**config.mk**
```make
export PLATFORM = sky130hd
export DESIGN_NAME = rsq_fsub
export DESIGN_NICKNAME = d
export VERILOG_FILES = /design/src/rtl/rsq_pkg.sv /design/src/rtl/rsq_fsub.sv
export SDC_FILE = /design/constraint.sdc
export NUM_CORES = 1
export LEC_CHECK = 0
export ABC_AREA = 0
export BUFFER_PORTS_ARGS = -buffer_cell sky130_fd_sc_hd__buf_4
export CAP_MARGIN = 20
export CORE_MARGIN = 3
export CORE_UTILIZATION = 45
export CTS_BUF_LIST = sky130_fd_sc_hd__clkbuf_4
export DETAILED_ROUTE_END_ITERATION = 10
export GPL_ROUTABILITY_DRIVEN = 1
export PLACE_DENSITY = 0.69
export SLEW_MARGIN = 20
export SYNTH_ARGS = -nofsm -noshare
export SYNTH_HDL_FRONTEND = slang
export SYNTH_SLANG_ARGS = --single-unit
```
**constraint.sdc**
```tcl
create_clock -name clk -period 11.65 [get_ports clk]
set_clock_uncertainty 0.1 [all_clocks]
set_input_delay 1.7475 -clock clk [delete_from_list [all_inputs] [get_ports clk]]
set_output_delay 1.7475 -clock clk [all_outputs]
set_load 0.03 [all_outputs]
```
**src/rtl/rsq_pkg.sv**
```systemverilog
package rsq_pkg;

  localparam logic [31:0] RSQ_MAGIC    = 32'h5f3759df;
  localparam logic [31:0] FP_HALF      = 32'h3f000000;
  localparam logic [31:0] FP_ONE_HALF  = 32'h3fc00000;
  localparam logic [31:0] FP_QNAN      = 32'hffc00000;
  localparam logic [31:0] FP_QUIET_BIT = 32'h00400000;
  localparam logic [7:0]  EXP_MAX      = 8'hff;

  typedef struct packed {
    logic        is_nan;
    logic        is_inf;
    logic        is_zero;
    logic [8:0]  exp_eff;
    logic [23:0] mant;
  } fp_unpk_t;

  function automatic fp_unpk_t fp_unpack(input logic [31:0] f);
    fp_unpk_t u;
    u.is_nan  = (f[30:23] == EXP_MAX) && (f[22:0] != 23'd0);
    u.is_inf  = (f[30:23] == EXP_MAX) && (f[22:0] == 23'd0);
    u.is_zero = (f[30:0] == 31'd0);
    u.exp_eff = (f[30:23] == 8'd0) ? 9'd1 : {1'b0, f[30:23]};
    u.mant    = {(f[30:23] != 8'd0), f[22:0]};
    return u;
  endfunction

  function automatic logic [6:0] lzc64(input logic [63:0] x);
    logic [6:0] n;
    logic       hit;
    n   = 7'd64;
    hit = 1'b0;
    for (int i = 63; i >= 0; i--) begin
      if (!hit && x[i]) begin
        n   = 7'(63 - i);
        hit = 1'b1;
      end
    end
    return n;
  endfunction

endpackage

```
**src/rtl/rsq_fsub.sv**
```systemverilog
module rsq_fsub import rsq_pkg::*; (
  input  logic        clk,
  input  logic        rst_n,
  input  logic        en,
  input  logic        in_vld,
  input  logic [31:0] a,
  input  logic [31:0] b,
  input  logic [31:0] side_in,
  output logic        out_vld,
  output logic [31:0] d,
  output logic [31:0] side_out
);

  fp_unpk_t ua, ub, ux, uy;
  logic        sa, sb, sx, sy, swap;
  logic        spec;
  logic [31:0] spec_val;
  logic [8:0]  dexp;
  logic [5:0]  dcl;
  logic [50:0] ysh;
  logic [26:0] yal;

  always_comb begin
    ua   = fp_unpack(a);
    ub   = fp_unpack(b);
    sa   = a[31];
    sb   = ~b[31];
    swap = (b[30:0] > a[30:0]);
    ux   = swap ? ub : ua;
    uy   = swap ? ua : ub;
    sx   = swap ? sb : sa;
    sy   = swap ? sa : sb;
    dexp = ux.exp_eff - uy.exp_eff;
    dcl  = (dexp > 9'd51) ? 6'd51 : dexp[5:0];
    ysh  = {uy.mant, 27'd0} >> dcl;
    yal  = {ysh[50:25], ysh[24] | (|ysh[23:0])};
    spec     = 1'b1;
    spec_val = 32'd0;
    if (ua.is_nan) begin
      spec_val = a | FP_QUIET_BIT;
    end else if (ub.is_nan) begin
      spec_val = b | FP_QUIET_BIT;
    end else if (ua.is_inf && ub.is_inf && (sa != sb)) begin
      spec_val = FP_QNAN;
    end else if (ua.is_inf) begin
      spec_val = a;
    end else if (ub.is_inf) begin
      spec_val = {sb, b[30:0]};
    end else begin
      spec = 1'b0;
    end
  end

  // stage A: swap and align
  logic        a_vld_r;
  logic [31:0] a_side_r, a_spv_r;
  logic        a_spec_r, a_sx_r, a_sub_r, a_zs_r;
  logic [7:0]  a_ex_r;
  logic [26:0] a_xal_r, a_yal_r;

  always_ff @(posedge clk) begin
    if (!rst_n) begin
      a_vld_r <= 1'b0;
    end else if (en) begin
      a_vld_r <= in_vld;
    end
  end

  always_ff @(posedge clk) begin
    if (en) begin
      a_side_r <= side_in;
      a_spv_r  <= spec_val;
      a_spec_r <= spec;
      a_sx_r   <= sx;
      a_sub_r  <= (sx != sy);
      a_zs_r   <= sa & sb;
      a_ex_r   <= ux.exp_eff[7:0];
      a_xal_r  <= {ux.mant, 3'd0};
      a_yal_r  <= yal;
    end
  end

  // stage B: add and normalize
  logic [27:0] s28, n28;
  logic [6:0]  lz;
  logic [7:0]  lsh;
  logic [8:0]  e;

  always_comb begin
    s28 = a_sub_r ? ({1'b0, a_xal_r} - {1'b0, a_yal_r})
                  : ({1'b0, a_xal_r} + {1'b0, a_yal_r});
    lz  = lzc64({s28[26:0], 37'h1f_ffff_ffff});
    lsh = ({1'b0, lz} < (a_ex_r - 8'd1)) ? {1'b0, lz} : (a_ex_r - 8'd1);
    if (s28[27]) begin
      n28 = {1'b0, s28[27:2], s28[1] | s28[0]};
      e   = {1'b0, a_ex_r} + 9'd1;
    end else begin
      n28 = s28 << lsh[4:0];
      e   = {1'b0, a_ex_r} - {1'b0, lsh};
    end
  end

  logic        b_vld_r;
  logic [31:0] b_side_r, b_spv_r;
  logic        b_spec_r, b_sx_r, b_zero_r, b_zs_r;
  logic [26:0] b_n_r;
  logic [8:0]  b_e_r;

  always_ff @(posedge clk) begin
    if (!rst_n) begin
      b_vld_r <= 1'b0;
    end else if (en) begin
      b_vld_r <= a_vld_r;
    end
  end

  always_ff @(posedge clk) begin
    if (en) begin
      b_side_r <= a_side_r;
      b_spv_r  <= a_spv_r;
      b_spec_r <= a_spec_r;
      b_sx_r   <= a_sx_r;
      b_zs_r   <= a_zs_r;
      b_zero_r <= (s28 == 28'd0);
      b_n_r    <= n28[26:0];
      b_e_r    <= e;
    end
  end

  // stage C: round and pack
  logic [7:0]  field;
  logic        g, st, inc, ovf;
  logic [30:0] mag;
  logic [31:0] res;

  always_comb begin
    field = b_n_r[26] ? b_e_r[7:0] : 8'd0;
    ovf   = b_n_r[26] && (b_e_r >= 9'd255);
    g     = b_n_r[2];
    st    = b_n_r[1] | b_n_r[0];
    inc   = g & (st | b_n_r[3]);
    mag   = {field, b_n_r[25:3]} + {30'd0, inc};
    if (b_spec_r) begin
      res = b_spv_r;
    end else if (b_zero_r) begin
      res = {b_zs_r, 31'd0};
    end else if (ovf) begin
      res = {b_sx_r, EXP_MAX, 23'd0};
    end else begin
      res = {b_sx_r, mag};
    end
  end

  logic        c_vld_r;
  logic [31:0] c_res_r, c_side_r;

  always_ff @(posedge clk) begin
    if (!rst_n) begin
      c_vld_r <= 1'b0;
    end else if (en) begin
      c_vld_r <= b_vld_r;
    end
  end

  always_ff @(posedge clk) begin
    if (en) begin
      c_res_r  <= res;
      c_side_r <= b_side_r;
    end
  end

  assign out_vld  = c_vld_r;
  assign d        = c_res_r;
  assign side_out = c_side_r;

endmodule
```
Word-level counts from Yosys, hierarchy flattened
Cells that the tools add are included.
{"block": "classes", "n_mul": 0, "bitwise_logic": 7, "n_reduce_logical": 71, "shift": 2, "magnitude_cmp": 4, "n_addsub": 7, "n_eq_ne": 4, "n_div": 0, "n_mux": 76}
{"operator": "$mux W32", "count": 9}
{"operator": "$mux W7", "count": 28}
{"operator": "$shr A51 B6 Y51", "count": 1}
{"operator": "$logic_not A23 Y1", "count": 2}
{"operator": "$reduce_bool A23 Y1", "count": 2}
{"operator": "$logic_and A1 B1 Y1", "count": 33}
{"operator": "$mux W8", "count": 4}
{"operator": "$add A31 B1 Y31", "count": 1}
{"operator": "$gt A31 B31 Y1", "count": 1}
{"operator": "$mux W31", "count": 1}
{"operator": "$mux W1", "count": 30}
{"operator": "$add A27 B27 Y28", "count": 1}
{"operator": "$logic_not A28 Y1", "count": 1}
{"operator": "$mux W28", "count": 1}
{"operator": "$shl A28 B5 Y27", "count": 1}
{"operator": "$sub A27 B27 Y28", "count": 1}
{"operator": "$logic_not A1 Y1", "count": 26}
{"operator": "$mux W26", "count": 1}
{"operator": "$reduce_or A24 Y1", "count": 1}
{"operator": "$sub A8 B8 Y9", "count": 2}
{"operator": "$eq A8 B8 Y1 const B", "count": 2}
{"operator": "$logic_not A8 Y1", "count": 2}
{"operator": "$reduce_bool A8 Y1", "count": 2}
{"operator": "$add A8 B1 Y9 const B", "count": 1}
{"operator": "12 further kinds", "count": 17}
{"block": "totals", "elab_cells": 195, "latch_bits": 0, "reg_bits": 298, "mem_bits_rw": 0, "n_memories": 0, "romBits": 0, "output_inout_bits": 65, "in_bits": 100}

Longest topological paths before layout
{"block": "logic_depth", "depth_word": 86, "depth_mapped": 40, "ltp_nobuf": 37}

Worst setup path before layout
OpenSTA, ideal clock, no wires.
{"block": "synth_path", "kind": "input to register", "startpoint": "input a[24]", "endpoint": "register a_yal_r[0], data pin", "cell_stages": 33, "required_ns": 11.281, "t_arrival_ns": 8.723, "setup_time_ns": 0.269, "path_slack_ns": 2.558, "n_path_buf": 7, "path_cell_list": "inv_1 > ha_1 > and4_1 > nand2_1 > nor3_1 > nand2_1 > nor3_1 > o21ai_0 > a22oi_1 > clkbuf_1 > buf_1 > clkbuf_1 > clkbuf_1 > mux2i_1 > fa_1 > a21o_1 > a21oi_1 > o21ai_0 > nor3b_1 > a311o_1 > o311a_1 > clkbuf_1 > buf_2 > clkbuf_1 > a211oi_1 > a31oi_1 > a32oi_1 > o221ai_1 > nor4_1 > nand3_1 > o41a_1 > a211oi_1 > o211ai_1"}
{"block": "synth_between", "elab_chain_len": 9, "word_cells_on_any_way": 12, "classes_between": "1 x add/sub; 2 x order compare; 1 x shift; 4 x mux; 1 x bitwise; 3 x reduce/logical"}
{"element": "from (decl)", "line": "rsq_fsub.sv:6", "rtl": "input logic [31:0] a,"}
{"element": "parallel branches: the longest is 6 deep, another holds $gt A31 B31 Y1"}
{"element": "$shr A51 B6 Y51 (*)", "line": "rsq_fsub.sv:35", "rtl": "ysh = {uy.mant, 27'd0} >> dcl;"}
{"element": "$reduce_or A24 Y1", "line": "rsq_fsub.sv:36", "rtl": "yal = {ysh[50:25], ysh[24] | (|ysh[23:0])};"}
{"element": "$or A1 B1 Y1 (*)", "line": "rsq_fsub.sv:36"}
{"element": "named net yal[0]", "line": "rsq_fsub.sv:21", "rtl": "logic [26:0] yal;"}
{"element": "to (signal assigned)", "line": "rsq_fsub.sv:79", "rtl": "a_yal_r <= yal;"}
{"element": "to (decl)", "line": "rsq_fsub.sv:59", "rtl": "logic [26:0] a_xal_r, a_yal_r;"}
Mark *: on every way through the listed nets, which the timed path passes.
A chain may end at the register's enable or synchronous reset.

Final worst setup path
Ends and elaborated chain as after synthesis.

==> metrics.md <==
| Metric | Value |
|---|---|
| TritonCTS clock tree | built |
| Number of global-route vias before repair | 16.6k |
| Yosys reg bits | 298 |
| Critical path launch point type | input pin |
| Largest net degree at the start of global routing | 219 |
| Crit path time final | 9390 ps |
| Crit-path max FO | 39 |
| Area Overhead vs Synth | 13.1% |
| R2r worst-path depth | 35 |
| Fin. Hold Viols | 0 |
| Yosys Warn Count | 0 |
| Nets | 2429 |
| Final slew viol count | 0 |
| Leakage power total | 9.20 nW |
| Run status | finished clean |
| Effective utilization at floorplan | 0.457 |
| Synth Area in Adders | 0.0679 |
| Clock Tree Root | clkbuf_4 |
| Synth cell types | 111 |
| GP Congestion | 0.928 |
| Slew @ Worst Pin | 1050 ps |
| Crit path capture type | flip-flop |
| Worst slew margin | 0.303 |
| Syn nets | 2279 |
| CP max-delay cell | o311a_2 |
| Critical Setup Path Class | in2reg |
| R2r endpoint | b_e_r[8]$_DFFE_PP_ |
| Clock Latency Late Sink | 810 ps |
| Detailed placer's ending HPWL | 47300 microns |
| Final setup fails | 0 |
| Max Root-Sink Buffers | 3 |
| Routed WL per cell | 21.9 microns |
| DRT Pass-1 Iters | 8 |
| TNS Setup | 0 ps |
| Post-Synth Simple-Gate Area | 0.149 |
| Worst IR Drop VDD | 0.114 mV |
| Cell Area, Synth | 20200 sq um |
| First-pass GRT wire length | 94600 microns |
| Syn Area/Cell | 9.77 sq um |
| DR iter-0 viols | 2011 |
| Dpl ws | 1560 ps |
| Required @ worst endpoint | 12070 ps |
| Post-synth EDFFs | 295 |
| Critical R2R Launch | a_sub_r$_DFFE_PP_ |
| Total CTS buffers | 79 |
| DRC viols | 0 |
| Die ar. | 47600 sq um |
| Mux cell area share after synthesis | 0.0576 |
| Sequential share of the synthesized area | 0.441 |
| Top FF cell, synth | edfxtp_1 |
| H-tree depth | 3 |
| Die X | 218 microns |
| Core area | 44300 sq um |
| Max-cap violations | 0 |
| Via count | 17.5k |
| Fmax | 107 MHz |
| Cells after Synth | 2071 |
| Sink Count | 298 |
| Pwr dens | 192 nW/um^2 |
| Postcts setup bufs | 0 |
| Number of I/O port buffers | 164 |
| CP peak stage delay | 650 ps |
| Compound-Gate Fraction of Synth Area | 0.208 |
| Hold_buf cts | 0 |
| Worst hold slack | 292 ps |
| Final wirelength | 62800 microns |
| Crit path to | a_yal_r[0]$_DFFE_PP_ |
| Via density per instance | 6.09 |
| Antenna-violating nets left | 0 |
| FP Rows | 77 |
| Critical path arrival | 9810 ps |
| Post-synthesis xor/xnor area fraction | 0.0302 |
| Total global-route track usage | 0.256 |
| HP Class | reg2reg |
| Clk pin slew, worst setup/hold paths | 70 ps |
| RSZ-0062 raised after global routing | false |
| Commonest cells after routing, fill and taps aside | 295 x edfxtp_1, 233 x nand2_1, 177 x buf_4, 156 x nor2_1, 148 x o21ai_0 |
| Crit path from | a[24] |
| FF-to-FF setup slack | 3080 ps |
| Total global routing overflow | 0 |
| DIE HEIGHT | 218 microns |
| Async set-reset flop share out of synthesis | 0 |
| Worst setup slack after layout | 2260 ps |
| Crit share post-route | 0.806 |
| Initial antenna violation count | 2 |
| CP most frequent cell | o21ai_0 |
| Layout cells sized above 1 | 0.159 |
| Commonest non-fill, non-tap cell in the layout | edfxtp_1 |
| Largest family of logic cells by synthesized area | compound AO/OA/AOI/OAI gates |
| IO Count | 165 |
| # resized after CTS | 0 |
Yosys cell counts (all sizes together), types with 17 or more instances:
| master | instances | area, sq um |
|---|---|---|
| edfxtp | 295 | 8860 |
| inv | 116 | 440 |
| and2 | 18 | 113 |
| o21ai | 158 | 795 |
| a211oi | 30 | 248 |
| nor3 | 37 | 190 |
| xor2 | 22 | 193 |
| nand2 | 234 | 881 |
| and3 | 18 | 118 |
| nor2 | 158 | 603 |
| nor2b | 24 | 158 |
| ha | 105 | 1310 |
| a21oi | 146 | 742 |
| buf | 40 | 245 |
| mux2i | 100 | 1000 |
| clkbuf | 71 | 267 |
| nand3 | 36 | 185 |
| a22o | 30 | 263 |
| a21o | 32 | 240 |
| o22ai | 21 | 131 |
| o21a | 17 | 129 |
| xnor2 | 47 | 419 |
| nor4 | 24 | 150 |
| nand4 | 22 | 138 |
| o211ai | 25 | 188 |
| a31oi | 26 | 169 |
report_power, final:
group          internal [mW]  total, mW  switching [mW]
Combinational          0.723       2.02            1.30
Sequential              1.37       1.46          0.0932
Clock                  0.475      0.911           0.436
Total                   2.57       4.40            1.83
area by class of cell:
cell class                 instances  area, sq um
clock inverter                    27          161
tap                              592          741
inverter                         116          440
fill                            4110        21400
clock buffer                     113          848
timing repair buffer             180         1390
antenna                            1         2.50
sequential                       298         8920
multi-input combinational       1546        10400
registers in the layout (all words and copies together) (netlist names), 8 cells and up:
name and flops:
a_side_r 32, a_spv_r 32, b_side_r 32, b_spv_r 32
d 32, side_out 32, a_yal_r 27, b_n_r 27
a_xal_r 24, b_e_r 9, a_ex_r 8
worst min path at each step:
stage | from | endpoint | slack (ps) | cells after the start
global route | a_side_r[4]$_DFFE_PP_ | b_side_r[4]$_DFFE_PP_ | 300 | 0
CTS | a_spv_r[7]$_DFFE_PP_ | b_spv_r[7]$_DFFE_PP_ | 280 | 0
finish | a_spv_r[7]$_DFFE_PP_ | b_spv_r[7]$_DFFE_PP_ | 290 | 0
detailed placement | a_side_r[15]$_DFFE_PP_ | b_side_r[15]$_DFFE_PP_ | 300 | 0
floorplan | a_side_r[0]$_DFFE_PP_ | b_side_r[0]$_DFFE_PP_ | 300 | 0
global placement | a_side_r[7]$_DFFE_PP_ | b_side_r[7]$_DFFE_PP_ | 300 | 0
kinds of logic (layout without fill, tap and decap cells):
kind of cell	Yosys count	in the layout
buffers and inverters	227	436
and+or+nand+nor	635	635
xor gates and xnor gates	69	69
muxes	114	114
DFF	298	298
adders and majority gates	108	108
other	0	1
AOI/OAI and AO/OA	620	620
worst max-delay path, delay by kind of cell:
family / cells / cell delay (ps)
multiplexers: 1 / 150
AND/OR/NAND/NOR: 9 / 2200
buffers and inverters: 4 / 560
adder cells (fa/ha/maj): 3 / 950
AO/OA/AOI/OAI: 14 / 4150
per-stage QoR:
stage	instances	cell area, sq um	power (mW)	util
global placement	2731	21800	3.44	0.493
detailed placement	2731	21800	3.46	0.493
finish	2873	22900	4.40	0.517
global route	2873	22900	4.66	0.517
floorplan	2071	20200	2.88	-
CTS	2871	22900	4.39	0.516
per-layer routing:
metal	part of all wire	vias to the layer above	routed length [microns]	global-route usage
met5	0	-	0	0
met3	0.073	166	4580	0.0392
li1	-	8127	-	-
met1	0.41	8365	25700	0.336
met2	0.46	842	29200	0.408
met4	0.052	0	3300	0.139
(Power assumes the default switching activity.)
