--- src/rtl/rsq_pkg.sv ---
package rsq_pkg;

  localparam logic [31:0] RSQ_MAGIC    = 32'h5f3759df;
  localparam logic [31:0] FP_HALF      = 32'h3f000000;
  localparam logic [31:0] FP_ONE_HALF  = 32'h3fc00000;
  localparam logic [31:0] FP_QNAN      = 32'hffc00000;
  localparam logic [31:0] FP_QUIET_BIT = 32'h00400000;
  localparam logic [7:0]  EXP_MAX      = 8'hff;

  typedef struct packed {
    logic        is_nan;
    logic        is_inf;
    logic        is_zero;
    logic [8:0]  exp_eff;
    logic [23:0] mant;
  } fp_unpk_t;

  function automatic fp_unpk_t fp_unpack(input logic [31:0] f);
    fp_unpk_t u;
    u.is_nan  = (f[30:23] == EXP_MAX) && (f[22:0] != 23'd0);
    u.is_inf  = (f[30:23] == EXP_MAX) && (f[22:0] == 23'd0);
    u.is_zero = (f[30:0] == 31'd0);
    u.exp_eff = (f[30:23] == 8'd0) ? 9'd1 : {1'b0, f[30:23]};
    u.mant    = {(f[30:23] != 8'd0), f[22:0]};
    return u;
  endfunction

  function automatic logic [6:0] lzc64(input logic [63:0] x);
    logic [6:0] n;
    logic       hit;
    n   = 7'd64;
    hit = 1'b0;
    for (int i = 63; i >= 0; i--) begin
      if (!hit && x[i]) begin
        n   = 7'(63 - i);
        hit = 1'b1;
      end
    end
    return n;
  endfunction

endpackage

--- src/rtl/rsq_fmul.sv ---
module rsq_fmul import rsq_pkg::*; (
  input  logic        clk,
  input  logic        rst_n,
  input  logic        en,
  input  logic        in_vld,
  input  logic [31:0] a,
  input  logic [31:0] b,
  input  logic [31:0] side_in,
  output logic        out_vld,
  output logic [31:0] p,
  output logic [31:0] side_out
);

  fp_unpk_t ua, ub;
  logic        sgn;
  logic        spec;
  logic [31:0] spec_val;

  always_comb begin
    ua       = fp_unpack(a);
    ub       = fp_unpack(b);
    sgn      = a[31] ^ b[31];
    spec     = 1'b1;
    spec_val = 32'd0;
    if (ua.is_nan) begin
      spec_val = a | FP_QUIET_BIT;
    end else if (ub.is_nan) begin
      spec_val = b | FP_QUIET_BIT;
    end else if ((ua.is_inf && ub.is_zero) || (ub.is_inf && ua.is_zero)) begin
      spec_val = FP_QNAN;
    end else if (ua.is_inf || ub.is_inf) begin
      spec_val = {sgn, EXP_MAX, 23'd0};
    end else if (ua.is_zero || ub.is_zero) begin
      spec_val = {sgn, 31'd0};
    end else begin
      spec = 1'b0;
    end
  end

  // stage A: mantissa product
  logic        a_vld_r;
  logic [31:0] a_side_r, a_spv_r;
  logic        a_sgn_r, a_spec_r;
  logic [47:0] a_prod_r;
  logic [8:0]  a_esum_r;

  always_ff @(posedge clk) begin
    if (!rst_n) begin
      a_vld_r <= 1'b0;
    end else if (en) begin
      a_vld_r <= in_vld;
    end
  end

  always_ff @(posedge clk) begin
    if (en) begin
      a_side_r <= side_in;
      a_spv_r  <= spec_val;
      a_spec_r <= spec;
      a_sgn_r  <= sgn;
      a_prod_r <= ua.mant * ub.mant;
      a_esum_r <= ua.exp_eff + ub.exp_eff;
    end
  end

  // stage B: normalize left
  logic [6:0]         lz;
  logic [47:0]        norm;
  logic signed [10:0] be;

  always_comb begin
    lz   = lzc64({a_prod_r, 16'hffff});
    norm = a_prod_r << lz[5:0];
    be   = $signed({2'b00, a_esum_r}) - 11'sd126 - $signed({4'b0000, lz});
  end

  logic        b_vld_r;
  logic [31:0] b_side_r, b_spv_r;
  logic        b_sgn_r, b_spec_r;
  logic [47:0] b_n_r;
  logic signed [10:0] b_be_r;

  always_ff @(posedge clk) begin
    if (!rst_n) begin
      b_vld_r <= 1'b0;
    end else if (en) begin
      b_vld_r <= a_vld_r;
    end
  end

  always_ff @(posedge clk) begin
    if (en) begin
      b_side_r <= a_side_r;
      b_spv_r  <= a_spv_r;
      b_spec_r <= a_spec_r;
      b_sgn_r  <= a_sgn_r;
      b_n_r    <= norm;
      b_be_r   <= be;
    end
  end

  // stage C: denormal shift, round, pack
  logic signed [10:0] sh_full;
  logic [5:0]  sh;
  logic [95:0] wide;
  logic [47:0] nsh;
  logic        lost, ovf, g, st, inc;
  logic [7:0]  field;
  logic [30:0] mag;
  logic [31:0] res;

  always_comb begin
    sh_full = 11'sd1 - b_be_r;
    sh      = (sh_full > 11'sd63) ? 6'd63 : sh_full[5:0];
    wide    = {b_n_r, 48'd0} >> sh;
    ovf     = 1'b0;
    if (b_be_r <= 11'sd0) begin
      nsh   = wide[95:48];
      lost  = |wide[47:0];
      field = 8'd0;
    end else begin
      nsh   = b_n_r;
      lost  = 1'b0;
      field = b_be_r[7:0];
      ovf   = (b_be_r >= 11'sd255);
    end
    g   = nsh[23];
    st  = (|nsh[22:0]) | lost;
    inc = g & (st | nsh[24]);
    mag = {field, nsh[46:24]} + {30'd0, inc};
    if (b_spec_r) begin
      res = b_spv_r;
    end else if (ovf) begin
      res = {b_sgn_r, EXP_MAX, 23'd0};
    end else begin
      res = {b_sgn_r, mag};
    end
  end

  logic        c_vld_r;
  logic [31:0] c_res_r, c_side_r;

  always_ff @(posedge clk) begin
    if (!rst_n) begin
      c_vld_r <= 1'b0;
    end else if (en) begin
      c_vld_r <= b_vld_r;
    end
  end

  always_ff @(posedge clk) begin
    if (en) begin
      c_res_r  <= res;
      c_side_r <= b_side_r;
    end
  end

  assign out_vld  = c_vld_r;
  assign p        = c_res_r;
  assign side_out = c_side_r;

endmodule

--- config.mk ---
export PLATFORM = sky130hd
export DESIGN_NAME = rsq_fmul
export DESIGN_NICKNAME = d
export VERILOG_FILES = /design/src/rtl/rsq_pkg.sv /design/src/rtl/rsq_fmul.sv
export SDC_FILE = /design/constraint.sdc
export NUM_CORES = 2
export LEC_CHECK = 0
export BUFFER_PORTS_ARGS = -buffer_cell sky130_fd_sc_hd__buf_2
export CAP_MARGIN = 20
export CORE_AREA = 2 2 328 330
export CTS_BUF_LIST = sky130_fd_sc_hd__clkbuf_2
export DETAILED_ROUTE_END_ITERATION = 7
export DIE_AREA = 0 0 330 332
export SYNTH_ARGS = -nofsm -noshare
export SYNTH_HDL_FRONTEND = slang
export SYNTH_SLANG_ARGS = --single-unit
--- constraint.sdc ---
create_clock -name clk -period 14.41 [get_ports clk]
set_input_delay 2.1615 -clock clk [delete_from_list [all_inputs] [get_ports clk]]
set_output_delay 2.1615 -clock clk [all_outputs]
set_load 0.005 [all_outputs]
======== Word level (Yosys, flattened, before mapping) ========
Index checks and enable logic that the tools add are counted.
word-level totals
  register bits ........................... 315
  logic and storage cells ................. 264
cells by class
  add/sub/neg operators ................... 5
  multipliers ............................. 1
  order comparisons ....................... 3
  equal/unequal tests ..................... 2
  shift-type cells ........................ 2
  multiplexer cells ....................... 112
  bitwise logic cells ..................... 4
  reductions and logical operators ........ 117
operator list
  kind                   count
  $mux W7                49
  $mux W32               6
  $shr A96 B6 Y95        1
  $logic_not A31 Y1      2
  $logic_and A1 B1 Y1    53
  $mux W1                51
  $mul A24 B24 Y48       1
  $reduce_or A48 Y1      1
  $shl A48 B6 Y48        1
  $logic_not A1 Y1       47
  $mux W47               1
  $logic_not A23 Y1      2
  $reduce_bool A23 Y1    2
  $add A31 B1 Y31        1
  $mux W31               1
  $mux W8                3
  $reduce_or A23 Y1      1
  $eq A8 B8 Y1 const B   2
  $logic_not A8 Y1       2
  $reduce_bool A8 Y1     2
  $ge A11 B9 Y1 const B  1
  $gt A11 B7 Y1 const B  1
  $le A11 B1 Y1 const B  1
  $sub A10 B8 Y11        1
  10 further kinds       13

======== Logic depth before layout (Yosys ltp) ========
  depth after elaboration ................. 144
  gate-level depth with buffers ........... 29

======== Worst setup path before layout ========
No wires, ideal clock.
  path kind ............................... in2reg
  start point ............................. input port a[25]
  end point ............................... register a_prod_r[47] (data pin)
  data arrival time ....................... 9.118 ns
  required time ........................... 14.151 ns
  path slack .............................. 5.032 ns
  cell stages on the path ................. 26
  buffers on the path ..................... 1
  cell sequence ........................... nor4_1 > nand2_1 > clkbuf_1 > and2_1 > fa_1 > inv_1 > fa_1 > fa_1 > fa_1 > fa_1 > fa_1 > inv_1 > fa_1 > ha_1 > or3_1 > a211oi_1 > a22o_1 > nor2_1 > o21ai_0 > a31oi_1 > a211oi_1 > o2bb2ai_1 > o31ai_1 > a221o_1 > a21oi_1 > xnor2_1
on the way
  longest elaborated chain between the ends .. 2
ends and longest elaborated chain
  item                  RTL line        text
  from (decl)           rsq_fmul.sv:6   input logic [31:0] a,
  $reduce_bool A8 Y1    rsq_pkg.sv:24   u.mant = {(f[30:23] != 8'd0), f[22:0]};
  $mul A24 B24 Y48      rsq_fmul.sv:61  a_prod_r <= ua.mant * ub.mant;
  to (signal assigned)  rsq_fmul.sv:61
  to (decl)             rsq_fmul.sv:44  logic [47:0] a_prod_r;
Every way passes these cells.
A chain may end at the register's enable or synchronous reset.

======== Final worst setup path ========
  start point ............................. input port a[29]
  end point ............................... register a_prod_r[47] (data pin)
Same word-level chain as after synthesis.

==> results <==
- The count of nets left with antenna violations once routing finished came out at 0.
- The pin count of the biggest net entering global routing is around 110.
- The quantity of I/O buffers inserted on ports is between 150 and 200.
- After routing, the total negative slack on setup checks comes to 0 ns.
- The overall overflow remaining after global route is 0.
- The origin of the critical flop-to-flop path is b_be_r[1]$_DFFE_PP_.
- The detail-routed via count per cell is approximately 5.3.
- The initial antenna violation count came to 12.
- Setup repair after global routing left no endpoint under its margin.
- Among all stages on the critical path, the largest delay is contributed by sky130_fd_sc_hd__fa_1.
- For this block, the routed nets add up to 113 mm of wire.
- The die width is around 330 um.
- After synthesis, the cell types taking the most area are sky130_fd_sc_hd__fa_1 (26%), sky130_fd_sc_hd__edfxtp_1 (25%), sky130_fd_sc_hd__ha_1 (6.5%).
- The family of cells with the greatest summed delay on the critical path is adder cells.
- The post-synthesis cell area is about 37000 um2.
- The fraction of synthesis flops using an asynchronous set or reset pin is 0%.
- For this run, the post-layout net count is roughly 4700.
- After clock tree synthesis, the clock-pin slew on the worst setup and hold paths is 0.09 ns.
- The class of the most critical hold timing path is reg2reg.
- The post-CTS setup repair buffer count is 0.
- The clock arrives with roughly 0.13 ns of skew.
- The most common cell after layout, fill and taps aside is sky130_fd_sc_hd__nand2_1.
- The register-to-register path setup slack is between 7 and 8 ns.
- The count of final setup violators is 0.
- The end point of the most critical hold path is b_side_r[5]$_DFFE_PP_.
- After detailed routing, the number of remaining DRC violations is 34.
- The worst setup path is launched from an input port.
- The number of hold buffers added after CTS is 0.
- Data on the critical path arrives at its endpoint at 10.00 ns.
- The leading register cell type out of synthesis is sky130_fd_sc_hd__edfxtp_1.
- The number of levels the H-tree was split into is 3.
- The count of boundary I/O pins is 165.
- The tool flagged a number of max-cap violations equal to 0.
- The detailed router finished its first iteration with around 2400 violations.
- Yosys mapped a number of flops with a built-in enable equal to ~310.
- In this run, synthesis produced a sequential element count of ~320.
- The floorplan step defined a core boundary enclosing between 100000 and 150000 um2.
- The total number of placement rows is 120.
- The count of pins over their slew limit is 0.
- The maximum root-to-sink buffer count is 3.
- At the worst endpoint, the required time is about 15 ns.
- Together, buffers and inverters on the worst path number 4.
- The clock reaches the later pin of the worst-skew pair after 1.07 ns.
- The tree built by TritonCTS fans out to 315 sinks.
- Averaged over all synthesized cells, the footprint is between 9 and 10 um2.
- The flow ran to the end, but the final reports show violations.
- For this run, the number of Yosys warnings is 0.
- Compared with the post-synthesis result, the final layout area differs by 7.61%.
- For the pin with the worst max-slew slack, the measured transition is around 1.1 ns.
- The worst pin sits at a relative slew slack of 25.0%.
- The number of gates resized after CTS is 0.
- In this run the critical register-to-register path is captured at p[14]$_DFFE_PP_.
- The library cell appearing most often on the critical path is sky130_fd_sc_hd__fa_1.
- Subtracting the final worst setup slack from the clock period gives 9.20 ns.
- The startpoint of the most critical setup path is a[29].
- Synthesis produced a netlist whose cell count is approximately 3800.
- The worst path uses about 64% of the clock period.
- The worst register-to-register path has a depth of 20.
- The ratio of cells with drive above 1 in the final layout is 9.90%.
- The number of distinct library cells after synthesis is 101.
- The largest fanout on the critical path is 25.
- The number of global-route vias before repair is about 30000.
- The critical path is of the in2reg type.
- The half-perimeter wire length of the detailed placement result is 82.7 mm.
- The sequential element share of the synthesized area is between 20 and 30%.
- The count of fill cells added during filler insertion is around 11000.
- The hold path depth is 0.
- The CTS tree is built.
- The checks that failed: design-rule violations.
- Routability-driven placement finished with a final weighted congestion of about 0.94.
- The nature of the critical path endpoint is a flip-flop.
- The maximum single-stage delay on the critical path is between 0.5 and 0.6 ns.
- The share of synthesized area in the top cell type comes to about a quarter.
- CTS placed an instance of sky130_fd_sc_hd__clkbuf_2 at the clock tree root.
- The maximum frequency from static timing analysis is roughly 0.11 GHz.
- The number of nets in the synthesized netlist is 4615.
- The number of hold-slack violations in the final timing report is 0.
- The die covers roughly 110000 um2.
- Dividing the detail-routed wire length by the instance count gives between 20 and 25 um.
- The total iterations of the first detailed-routing run is 8.
- The initial core utilization is roughly a third.
- The first global-routing pass estimated approximately 170 mm of wire.
- The number of clock buffers added by TritonCTS is 82.
- The cell accounting for the most synthesized area is sky130_fd_sc_hd__fa_1.
- Global routing used 20.7% of the available tracks.
- The die is about 330 um tall.
- The via count of the routed design is ~29000.
- Leaving out fill and tap cells, the most frequent cells in the layout are sky130_fd_sc_hd__nand2_1 (589), sky130_fd_sc_hd__inv_1 (546), sky130_fd_sc_hd__fa_1 (484).
- The startpoint identified for the worst hold timing path is a_side_r[5]$_DFFE_PP_.
layer usage:
metal,wire length [um],part of all wire (%),track usage (%)
met5,88,0.078,0.355
met2,54100,48,33.9
met3,8160,7.2,3.54
met1,47600,42,27.8
met4,2980,2.6,6.21
cell usage after synthesis, types with 7 or more instances:
cell type,n
sky130_fd_sc_hd__nor2b_1,15
sky130_fd_sc_hd__a211o_1,8
sky130_fd_sc_hd__buf_2,22
sky130_fd_sc_hd__a22oi_1,23
sky130_fd_sc_hd__nor3_1,46
sky130_fd_sc_hd__o21ai_0,112
sky130_fd_sc_hd__mux2i_1,151
sky130_fd_sc_hd__nand2b_1,17
sky130_fd_sc_hd__o21bai_1,8
sky130_fd_sc_hd__o31ai_1,12
sky130_fd_sc_hd__edfxtp_1,312
sky130_fd_sc_hd__xnor2_1,46
sky130_fd_sc_hd__nor4_1,36
sky130_fd_sc_hd__clkbuf_1,191
sky130_fd_sc_hd__and3_1,14
sky130_fd_sc_hd__ha_1,193
sky130_fd_sc_hd__a211oi_1,28
sky130_fd_sc_hd__or3_1,9
sky130_fd_sc_hd__o22ai_1,18
sky130_fd_sc_hd__nand4_1,20
sky130_fd_sc_hd__xor2_1,37
sky130_fd_sc_hd__mux2_2,14
sky130_fd_sc_hd__o21a_1,14
sky130_fd_sc_hd__fa_1,484
sky130_fd_sc_hd__a21oi_1,157
sky130_fd_sc_hd__a21boi_0,7
sky130_fd_sc_hd__o211ai_1,37
sky130_fd_sc_hd__o21ai_1,7
sky130_fd_sc_hd__nand3_1,37
sky130_fd_sc_hd__o32ai_1,15
sky130_fd_sc_hd__a22o_1,14
sky130_fd_sc_hd__or2_2,7
sky130_fd_sc_hd__inv_1,546
sky130_fd_sc_hd__nor2_1,149
sky130_fd_sc_hd__and2_1,223
sky130_fd_sc_hd__a221o_1,16
sky130_fd_sc_hd__nand2_1,590
sky130_fd_sc_hd__a21o_1,33
sky130_fd_sc_hd__buf_1,12
sky130_fd_sc_hd__a221oi_1,9
sky130_fd_sc_hd__a31oi_1,20
metrics by stage:
step	worst slack, ns	util [%]	cells	hold slack, ns	cell area [um2]
2_1_floorplan	5.03	-	3838	0.400	36900
3_3_place_gp	4.26	36.6	5214	0.400	38900
3_5_place_dp	4.06	36.6	5214	0.405	38900
4_1_cts	5.26	37.3	5350	0.353	39700
5_1_grt	4.85	37.3	5353	0.374	39700
6_report	5.21	37.3	5355	0.359	39700
area by class of cell:
cell class                 count  area, um2  area share (%)
clock buffer                 100        500            1.26
tap                         1403       1760            4.42
timing repair buffer         205       1140            2.87
inverter                     551       2070            5.21
clock inverter                36        289           0.728
antenna                        4       10.0          0.0252
sequential                   315       9430            23.8
multi-input combinational   2741      24500            61.7
worst reg2reg max path, cell delays in order (launching register included):
cell and delay, ns:
sky130_fd_sc_hd__edfxtp_1 0.33, sky130_fd_sc_hd__buf_4 0.58, sky130_fd_sc_hd__inv_1 0.13, sky130_fd_sc_hd__buf_4 0.29
sky130_fd_sc_hd__ha_1 0.39, sky130_fd_sc_hd__buf_4 0.24, sky130_fd_sc_hd__and2_1 0.32, sky130_fd_sc_hd__nor4_2 0.43
sky130_fd_sc_hd__a22oi_2 0.09, sky130_fd_sc_hd__buf_4 0.24, sky130_fd_sc_hd__o21ai_2 0.43, sky130_fd_sc_hd__buf_4 0.37
sky130_fd_sc_hd__o211ai_1 0.17, sky130_fd_sc_hd__a21oi_1 0.28, sky130_fd_sc_hd__a221o_1 0.18, sky130_fd_sc_hd__o221a_2 0.33
sky130_fd_sc_hd__ha_1 0.25, sky130_fd_sc_hd__nand4_1 0.54, sky130_fd_sc_hd__nor4_1 0.55, sky130_fd_sc_hd__xor2_1 0.13
sky130_fd_sc_hd__o21ai_0 0.39
worst max path at each step:
stage,depth (start not counted),slack (ns),end
after floorplan,26,5.03,a_prod_r[47]$_DFFE_PP_
after global placement,26,4.26,a_prod_r[47]$_DFFE_PP_
after detailed placement,27,4.06,a_prod_r[47]$_DFFE_PP_
after CTS,27,5.26,a_prod_r[47]$_DFFE_PP_
after global routing,27,4.85,a_prod_r[47]$_DFFE_PP_
final,27,5.21,a_prod_r[47]$_DFFE_PP_
cells by family after synthesis:
kind of cell               after synthesis  share of synthesized area (%)
and+or+nand+nor                       1202                           15.6
AOI/OAI and AO/OA                      613                           11.3
DFF                                    315                           25.6
buffers and inverters                  782                           8.12
muxes                                  166                           4.59
xor gates and xnor gates                83                           1.97
adders and majority gates              677                           32.8
flip-flops by register name, indices dropped and copies added, names as in the netlist, 11 cells and up:
register	count
a_prod_r	48
b_n_r	48
a_side_r	32
a_spv_r	32
b_side_r	32
b_spv_r	32
p	32
side_out	32
b_be_r	11
Power is not shown: default switching activity piles up to over one toggle a cycle in this logic, so the estimate is an artifact.
